`config.mk`:
```
export PLATFORM = sky130hd
export DESIGN_NAME = linear_probe_id_set
export DESIGN_NICKNAME = d
export VERILOG_FILES = /design/src/rtl/lps_pkg.sv /design/src/rtl/linear_probe_id_set.sv /design/src/rtl/lps_cell.sv /design/src/rtl/lps_or_tree.sv
export SDC_FILE = /design/constraint.sdc
export NUM_CORES = 2
export LEC_CHECK = 0
export ABC_AREA = 1
export BUFFER_PORTS_ARGS = -buffer_cell sky130_fd_sc_hd__buf_2
export CAP_MARGIN = 25
export CELL_PAD_IN_SITES_DETAIL_PLACEMENT = 0
export CELL_PAD_IN_SITES_GLOBAL_PLACEMENT = 2
export CORE_MARGIN = 2
export CORE_UTILIZATION = 45
export DETAILED_ROUTE_END_ITERATION = 7
export GPL_ROUTABILITY_DRIVEN = 0
export PLACE_DENSITY = 0.78
export SLEW_MARGIN = 20
export SYNTH_ARGS = -nofsm -noshare
export SYNTH_HDL_FRONTEND = slang
export SYNTH_SLANG_ARGS = --single-unit
export TNS_END_PERCENT = 20
```
`constraint.sdc`:
```
create_clock -name i_clk -period 49.8 [get_ports i_clk]
set_clock_uncertainty 0.15 [all_clocks]
set_input_delay 2.49 -clock i_clk [delete_from_list [all_inputs] [get_ports i_clk]]
set_output_delay 2.49 -clock i_clk [all_outputs]
set_load 0.01 [all_outputs]
```
`src/rtl/lps_pkg.sv`:
```
`timescale 1ns / 1ps
// Shared types and constants for the linear-probe id set.
// No dependencies; imported by every module of the block.
package lps_pkg;

    localparam int DEF_TABLE_SLOTS = 64;
    localparam int DEF_MAX_ENTRIES = 42;
    localparam int ID_W            = 32;
    localparam int COUNT_OUT_W     = 6;
    localparam int OR_GROUP        = 8;

    localparam logic OP_QUERY = 1'b0;
    localparam logic OP_ADD   = 1'b1;

    typedef enum logic [1:0] {
        S_IDLE,
        S_CMP,
        S_RED,
        S_DONE
    } t_state;

    // Controls broadcast to every cell of the id chain.
    typedef struct packed {
        logic cmp;
        logic shift;
    } t_cell_ctrl;

endpackage

```
`src/rtl/linear_probe_id_set.sv`:
```
`timescale 1ns / 1ps
// Linear-probe id set: a set of nonzero 32-bit ids with a saturating count.
// Uses lps_pkg, lps_cell and lps_or_tree.
//
// Usage:
//   Command side: drive i_operation (query or add) and i_user_id and raise
//   start; the command transfers at a rising edge where start is high and
//   busy is low. busy stays high until the result has been produced.
//   Result side: o_present, o_saturated and o_entry_count are valid for
//   exactly one cycle while o_done is high; the receiver cannot stall, so
//   it must capture the result in that cycle.
//   Sequence: o_done rises after the compare, reduce and update states; busy
//   drops at the same edge, so a new command waits until the last one is done.
//   The four steps are capture, compare in every cell of the chain, the
//   registered OR of the hit flags, and the update of the chain and count.
//   Storage is a chain of TABLE_SLOTS cells; an add that inserts a new id
//   shifts the chain by one cell and enters the id at the head, so the stored
//   ids are always a contiguous run from the head.
//   Reset (synchronous, active low) empties every cell and the count; no
//   clearing pass is needed.
module linear_probe_id_set
    import lps_pkg::*;
#(
    parameter int TABLE_SLOTS = DEF_TABLE_SLOTS,
    parameter int MAX_ENTRIES = DEF_MAX_ENTRIES
) (
    input  logic                   i_clk,
    input  logic                   i_rst_n,
    input  logic                   start,
    input  logic                   i_operation,
    input  logic [ID_W-1:0]        i_user_id,
    output logic                   busy,
    output logic                   o_done,
    output logic                   o_present,
    output logic                   o_saturated,
    output logic [COUNT_OUT_W-1:0] o_entry_count
);

    localparam int CW = $clog2(MAX_ENTRIES + 1);

    t_state          r_state, n_state;
    logic            r_op;
    logic [ID_W-1:0] r_uid;
    logic [CW-1:0]   r_count, n_count;
    logic            r_done, n_done;
    logic            r_present, n_present;
    logic            r_saturated, n_saturated;

    t_cell_ctrl      w_ctrl;
    logic            w_red_en;
    logic            w_accept;
    logic            w_any;
    logic            w_sat_before;
    logic            w_insert;
    logic            w_member;

    logic [ID_W-1:0]        w_id    [TABLE_SLOTS];
    logic [TABLE_SLOTS-1:0] w_valid;
    logic [TABLE_SLOTS-1:0] w_hits;
    logic [CW+COUNT_OUT_W-1:0] w_count_ext;

    assign w_accept = start && (r_state == S_IDLE);

    // Cell chain: cell 0 takes the new id, every other cell its neighbor's slot.
    for (genvar i = 0; i < TABLE_SLOTS; i++) begin : g_cell
        logic [ID_W-1:0] w_prev_id;
        logic            w_prev_valid;

        if (i == 0) begin : g_head
            assign w_prev_id    = r_uid;
            assign w_prev_valid = 1'b1;
        end else begin : g_body
            assign w_prev_id    = w_id[i-1];
            assign w_prev_valid = w_valid[i-1];
        end

        lps_cell u_cell (
            .i_clk        (i_clk),
            .i_rst_n      (i_rst_n),
            .i_ctrl       (w_ctrl),
            .i_key        (r_uid),
            .i_prev_id    (w_prev_id),
            .i_prev_valid (w_prev_valid),
            .o_id         (w_id[i]),
            .o_valid      (w_valid[i]),
            .o_hit        (w_hits[i])
        );
    end

    lps_or_tree #(
        .N (TABLE_SLOTS)
    ) u_or_tree (
        .i_clk  (i_clk),
        .i_en   (w_red_en),
        .i_hits (w_hits),
        .o_any  (w_any)
    );

    // Decision made in the update step.
    assign w_sat_before = r_count >= CW'(MAX_ENTRIES);
    assign w_insert     = !w_sat_before && (r_uid != '0) && !w_any && (r_op == OP_ADD)
                          && !w_valid[TABLE_SLOTS-1];
    assign w_member     = !w_sat_before && (r_uid != '0) && (w_any || w_insert);

    always_comb begin
        n_state     = r_state;
        w_ctrl      = '0;
        w_red_en    = 1'b0;
        n_count     = r_count;
        n_done      = 1'b0;
        n_present   = r_present;
        n_saturated = r_saturated;
        case (r_state)
            S_IDLE: begin
                if (start) begin
                    n_state = S_CMP;
                end
            end
            S_CMP: begin
                w_ctrl.cmp = 1'b1;
                n_state    = S_RED;
            end
            S_RED: begin
                w_red_en = 1'b1;
                n_state  = S_DONE;
            end
            S_DONE: begin
                w_ctrl.shift = w_insert;
                n_count      = r_count + CW'(w_insert);
                n_saturated  = n_count >= CW'(MAX_ENTRIES);
                n_present    = w_member || n_saturated;
                n_done       = 1'b1;
                n_state      = S_IDLE;
            end
            default: begin
                n_state = S_IDLE;
            end
        endcase
    end

    always_ff @(posedge i_clk) begin
        if (!i_rst_n) begin
            r_state <= S_IDLE;
            r_count <= '0;
            r_done  <= 1'b0;
        end else begin
            r_state <= n_state;
            r_count <= n_count;
            r_done  <= n_done;
        end
    end

    // Command and result payload: hold between transfers.
    always_ff @(posedge i_clk) begin
        if (w_accept) begin
            r_op  <= i_operation;
            r_uid <= i_user_id;
        end
        r_present   <= n_present;
        r_saturated <= n_saturated;
    end

    assign w_count_ext = {{COUNT_OUT_W{1'b0}}, r_count};

    assign busy          = (r_state != S_IDLE);
    assign o_done        = r_done;
    assign o_present     = r_present;
    assign o_saturated   = r_saturated;
    assign o_entry_count = w_count_ext[COUNT_OUT_W-1:0];

endmodule

```
`src/rtl/lps_cell.sv`:
```
`timescale 1ns / 1ps
// One slot of the id chain: holds an id and its valid bit, compares it
// against the broadcast key, and takes its neighbor's slot on insert. Uses lps_pkg.
module lps_cell
    import lps_pkg::*;
(
    input  logic            i_clk,
    input  logic            i_rst_n,
    input  t_cell_ctrl      i_ctrl,
    input  logic [ID_W-1:0] i_key,
    input  logic [ID_W-1:0] i_prev_id,
    input  logic            i_prev_valid,
    output logic [ID_W-1:0] o_id,
    output logic            o_valid,
    output logic            o_hit
);

    logic [ID_W-1:0] r_id;
    logic            r_valid;
    logic            r_hit;
    logic            n_hit;

    assign n_hit = r_valid && (r_id == i_key);

    always_ff @(posedge i_clk) begin
        if (!i_rst_n) begin
            r_valid <= 1'b0;
        end else if (i_ctrl.shift) begin
            r_valid <= i_prev_valid;
        end
    end

    always_ff @(posedge i_clk) begin
        if (i_ctrl.shift) begin
            r_id <= i_prev_id;
        end
        if (i_ctrl.cmp) begin
            r_hit <= n_hit;
        end
    end

    assign o_id    = r_id;
    assign o_valid = r_valid;
    assign o_hit   = r_hit;

endmodule

```
`src/rtl/lps_or_tree.sv`:
```
`timescale 1ns / 1ps
// Registered OR reduction of the per-cell hit flags: one register per group
// of OR_GROUP cells, then a final OR. Uses lps_pkg.
module lps_or_tree
    import lps_pkg::*;
#(
    parameter int N = DEF_TABLE_SLOTS
) (
    input  logic         i_clk,
    input  logic         i_en,
    input  logic [N-1:0] i_hits,
    output logic         o_any
);

    localparam int NG = (N + OR_GROUP - 1) / OR_GROUP;

    logic [NG-1:0] r_grp;

    for (genvar g = 0; g < NG; g++) begin : g_grp
        localparam int LO = g * OR_GROUP;
        localparam int HI = (LO + OR_GROUP > N) ? N - 1 : LO + OR_GROUP - 1;
        logic n_grp;

        assign n_grp = |i_hits[HI:LO];

        always_ff @(posedge i_clk) begin
            if (i_en) begin
                r_grp[g] <= n_grp;
            end
        end
    end

    assign o_any = |r_grp;

endmodule

```
### Word level (Yosys, flattened, before mapping)

Cells that the tools add are included.

* reduce and logical (&&, ||, !) cells: 87
* $lt $le $gt $ge: 2
* div/mod/pow operators: 0
* equal/unequal tests: 68
* multiplexer cells: 6
* multiply operators: 0
* shift-type cells: 0
* add/sub/neg operators: 1
* bitwise operators: 0

Operator list (count)
* equality test 32 bit: 64
* OR reduction 8 bit: 9
* logical AND 1 bit: 70
* nonzero test 32 bit: 1
* >= comparator 6 bit (second input constant): 2
* one-hot mux 2 bit (4 select lines): 1
* adder 6 x 1 -> 6 bit: 1
* equality test 2 bit (second input constant): 2
* two-way mux 1 bit: 4
* logical NOT 1 bit: 3
* equality test 2 x 1 -> 1 bit (second input constant): 1
* logical NOT 2 bit: 1
* logical OR 1 bit: 2
* two-way mux 2 bit: 1
* != test 2 bit (second input constant): 1
* nonzero test 2 bit: 1

* flip-flop bits (word level): 2228
* bits in latches: 0
* ROM bits: 0
* input bits: 36
* bits in writable memories: 0
* memories kept: 0
* logic and storage cells: 371
* output and inout port bits: 10

### Depth between registers and ports, before layout

* depth in word-level cells: 9
* mapped depth: 17
* gate-level depth less buffers: 16

### Cells and area by module

From an unflattened synthesis, not the netlist that was laid out.

* cell total of the unflattened synthesis: 11626
* area, all modules: 105657.6 um^2

By module, submodules not included
* lps_cell: cells an instance 177, times used 64, area each 1611.5 um^2
* linear_probe_id_set: cells an instance 155, times used 1, area each 1771.7 um^2
* lps_or_tree: cells an instance 143, times used 1, area each 747.0 um^2

### Least setup slack after synthesis

OpenSTA, ideal clock, no wires.

* path kind: reg-to-reg
* start: register r_uid[1], in the netlist g_cell[0].w_prev_id[1]
* end: register g_cell[0].u_cell.r_id[0] (enable)
* slack: 6.634 ns
* cell stages (with the launch flop): 12
* arrival time: 40.642 ns
* data required time: 47.276 ns
* library setup time: 2.374 ns
* cell sequence: edfxtp_1 > buf_4 > nor2_1 > nand2_1 > nor2_1 > nand2_1 > nor2_2 > nor2_2 > nand3b_4 > buf_8 > buf_8 > inv_1

RTL lines
* start, declared: RTL line linear_probe_id_set.sv:43 `logic [ID_W-1:0] r_uid;`
* start signal, assigned: RTL line linear_probe_id_set.sv:157 `r_uid <= i_user_id;`
* end signal, assigned: RTL line lps_cell.sv:35 `r_id <= i_prev_id;`
* end, declared: RTL line lps_cell.sv:18 `logic [ID_W-1:0] r_id;`

==> flow_summary.ini <==
[clock_tree]
numCtsBuffers = 227
clk_latency_ns = 0.88
clock_sinks = 2228
cts_resized = 0
ctsHoldBuffers = 0
clockBufferDepth = 3
htreeDepth = 4
clk_pin_slew_worst_paths_ns = 0.07
postCtsSetupBuffers = 0
root_buffer = clkbuf_16
cts_tree = built

[critical_path]
end_kind = register
cp_data_arrival_time_ns = 6.94
critical_path_class = register to register
timing.rr.end = g_cell[28].u_cell.o_id[12]
crit_chain = buf_4, nor2_1, nand2_1, nor2_1, nand2_1, nor2_2, nor2_2, nand3b_4, inv_8, buf_4, buf_4, buf_4, buf_4
worst-path-buf-inv = 6
cpPeakStageDelay_ns = 0.89
r2r-start = g_cell[0].w_prev_id[24]
critical_path.most_common_cell = buf_4
r2r_setup_slack_ns = 43.18
critPathLaunchType = register
critical_path_required_ns = 50.12
critPathSlowestCell = buf_4
critPathLaunch = g_cell[0].w_prev_id[24]
crit_family = buffers and inverters
critical_path.max_fanout = 126
rr_worst_depth = 13

[yosys]
async_flop_share_pct = 0
seq_area_frac_synth_pct = 70.2
syn_area_um2 = 94300
ys_seq_elements = 2228
synthesis.nets = 7624
synthCells = 7581
avgSynthCellArea_um2 = 12.4
synth_edf_count = 2155
synthFlopType = edfxtp_1
yosysUniqueCellTypes = 41
yosys_warnings = 0

[routing]
route.detailed.drc = 0
routed_via_density = 5.99
first_pass_iters = 8
route.vias.total = 63500
first_iter_violations = 8789
wl_per_cell_um = 31.3
wl_mm = 331
ant_nets = 0

[placement]
placed_area_um2 = 97100
dp_hpwl_mm = 207
port_buffers = 45
dp_slack_ns = 42.71

[global_route]
grtUsageTotal_pct = 30.6
grt_max_degree = 194
grt_pass1_vias = 59500
grt_pass1_wl_mm = 458
grt_antenna_before_repair = 11
grt_overflow = 0

[finish]
fin_util_pct = 49.9
fill_cells = 18200
fin_area_um2 = 104000
layout-drive-gt1-share_pct = 8.85
area_delta_synth_final_pct = 10.6
nNetsFinal = 7636

[timing]
fmax_ghz = 0.151
whs_ns = 0.267
worst_slew_pin_slew_ns = 1.22
slew_headroom_pct = 18.4
fin_crit_sh_pct = 13.3
setup_ws_ns = 43.18
final_max_slew_viol_count = 0
finalHoldViolations = 0
grt_setup_unrepaired = no
setup_viol_count_final = 0
tns_ns = 0
fin_crit_ns = 6.62

[min_path]
hp-start = g_cell[17].u_cell.o_id[27]
worstHoldEndpoint = g_cell[18].u_cell.o_id[27]
min_delay_path_depth = 0
hold_path.class = register to register

[flow_run]
maxCapViolations = 0

[pwr]
power_density_nw_per_um2 = 42.4
irDropWorstVdd_mv = 0.0380
p_leak_nw = 33.6

[die]
die_w_um = 462
boundaryPins = 46
coreArea_um2 = 209000
placementRows = 168
die-area_um2 = 213000
die_y_um = 462
initial_core_util_pct = 45.1

[outcome]
outcome = complete, no violations
-- routing by layer --
layer | share of wire, % | vias to the layer above | global-route usage [%]
li1 | - | 27400 | -
met1 | 40 | 31800 | 42.2
met2 | 46 | 3675 | 48.6
met3 | 9.1 | 671 | 4.99
met4 | 4.4 | 4 | 12.4
met5 | 0.0075 | - | 0
-- cell usage after synthesis, types with 2 or more instances --
library cell | n | area (µm²)
o211ai_1 | 21 | 158
nand3b_1 | 5 | 37.5
o221ai_1 | 16 | 140
clkbuf_1 | 92 | 345
nor2_1 | 795 | 2980
buf_6 | 10 | 113
a22o_1 | 107 | 937
xor2_1 | 401 | 3510
a21oi_1 | 79 | 395
inv_2 | 25 | 93.8
buf_8 | 3 | 45.0
nor2_2 | 13 | 81.3
xnor2_1 | 222 | 1940
a211oi_1 | 43 | 323
ha_1 | 7 | 87.6
o2111ai_1 | 36 | 315
dfxtp_1 | 73 | 1460
o21ai_1 | 8 | 40.0
a221oi_1 | 73 | 639
edfxtp_1 | 2155 | 64700
o21ai_0 | 532 | 2660
nor3_1 | 50 | 250
inv_1 | 207 | 777
buf_1 | 3 | 11.3
or2_2 | 159 | 995
and3_1 | 29 | 181
nand2_1 | 1428 | 5360
buf_4 | 29 | 218
o21bai_1 | 2 | 15.0
buf_2 | 251 | 1260
nand4_1 | 127 | 795
nor4_1 | 99 | 619
o22ai_1 | 302 | 1890
nand3_1 | 172 | 861
-- sequential cells by signal (all words and copies together), names as in the netlist --
signal	cells
g_cell.u_cell.o_hit	64
g_cell.u_cell.o_valid	64
o_entry_count	6
g_cell.u_cell.o_id	2048
o_done	1
r_state	2
r_op	1
o_saturated	1
o_present	1
u_or_tree.r_grp	8
g_cell.w_prev_id	32
-- worst max path at each step --
stage,cells past startpoint,slack [ns],end
after floorplan,11,6.63,g_cell[0].u_cell.o_id[0]
after global routing,13,42.77,g_cell[31].u_cell.o_id[9]
after detailed placement,13,42.71,g_cell[28].u_cell.o_id[11]
final,13,43.18,g_cell[28].u_cell.o_id[12]
after global placement,12,42.80,g_cell[31].u_cell.o_id[10]
after CTS,13,42.69,g_cell[28].u_cell.o_id[21]
-- final cells by class --
type                    instances  area, µm²  share of cell area, %
clock inverters               127        928                  0.890
multi-input cells            4731      25300                   24.2
diodes                          2       5.00                0.00480
well taps                    2805       3510                   3.36
clock buffers                 296       6130                   5.87
repair buffers                171       1340                   1.29
inverters                     234        968                  0.928
flip-flops and latches       2228      66200                   63.4
-- metrics by stage --
stage | power [mW] | instances
floorplan | 2.49 | 7581
global placement | 2.78 | 10200
detailed placement | 2.79 | 10200
CTS | 4.42 | 10600
global route | 4.53 | 10600
finish | 4.42 | 10600
-- cell usage in the layout, fill, tap and decap left out, types with 172 or more instances in the layout --
master     instances
o21ai_0          532
edfxtp_1        2155
inv_1            201
nand2_1         1428
xnor2_1          222
nand3_1          172
clkbuf_16        232
nor2_1           795
o22ai_1          302
xor2_1           401
-- where the power goes --
group          switching [mW]  leakage, nW  internal (mW)
clock                   0.743         3.45          0.914
combinational           0.532         11.8          0.163
sequential             0.0118         18.4           2.06
total                    1.29         33.6           3.13
-- kinds of logic (layout without fill, tap and decap cells) --
logic type | Yosys count | count (layout) | synth area share [%]
other cells | 0 | 2 | 0
xor+xnor | 623 | 623 | 5.79
buf+inv | 622 | 828 | 3.04
flops | 2228 | 2228 | 70.2
fa+ha+maj | 7 | 7 | 0.0929
simple gates | 2881 | 2881 | 12.9
compound gates | 1220 | 1220 | 7.98
Power figures use the tool's default switching activity.
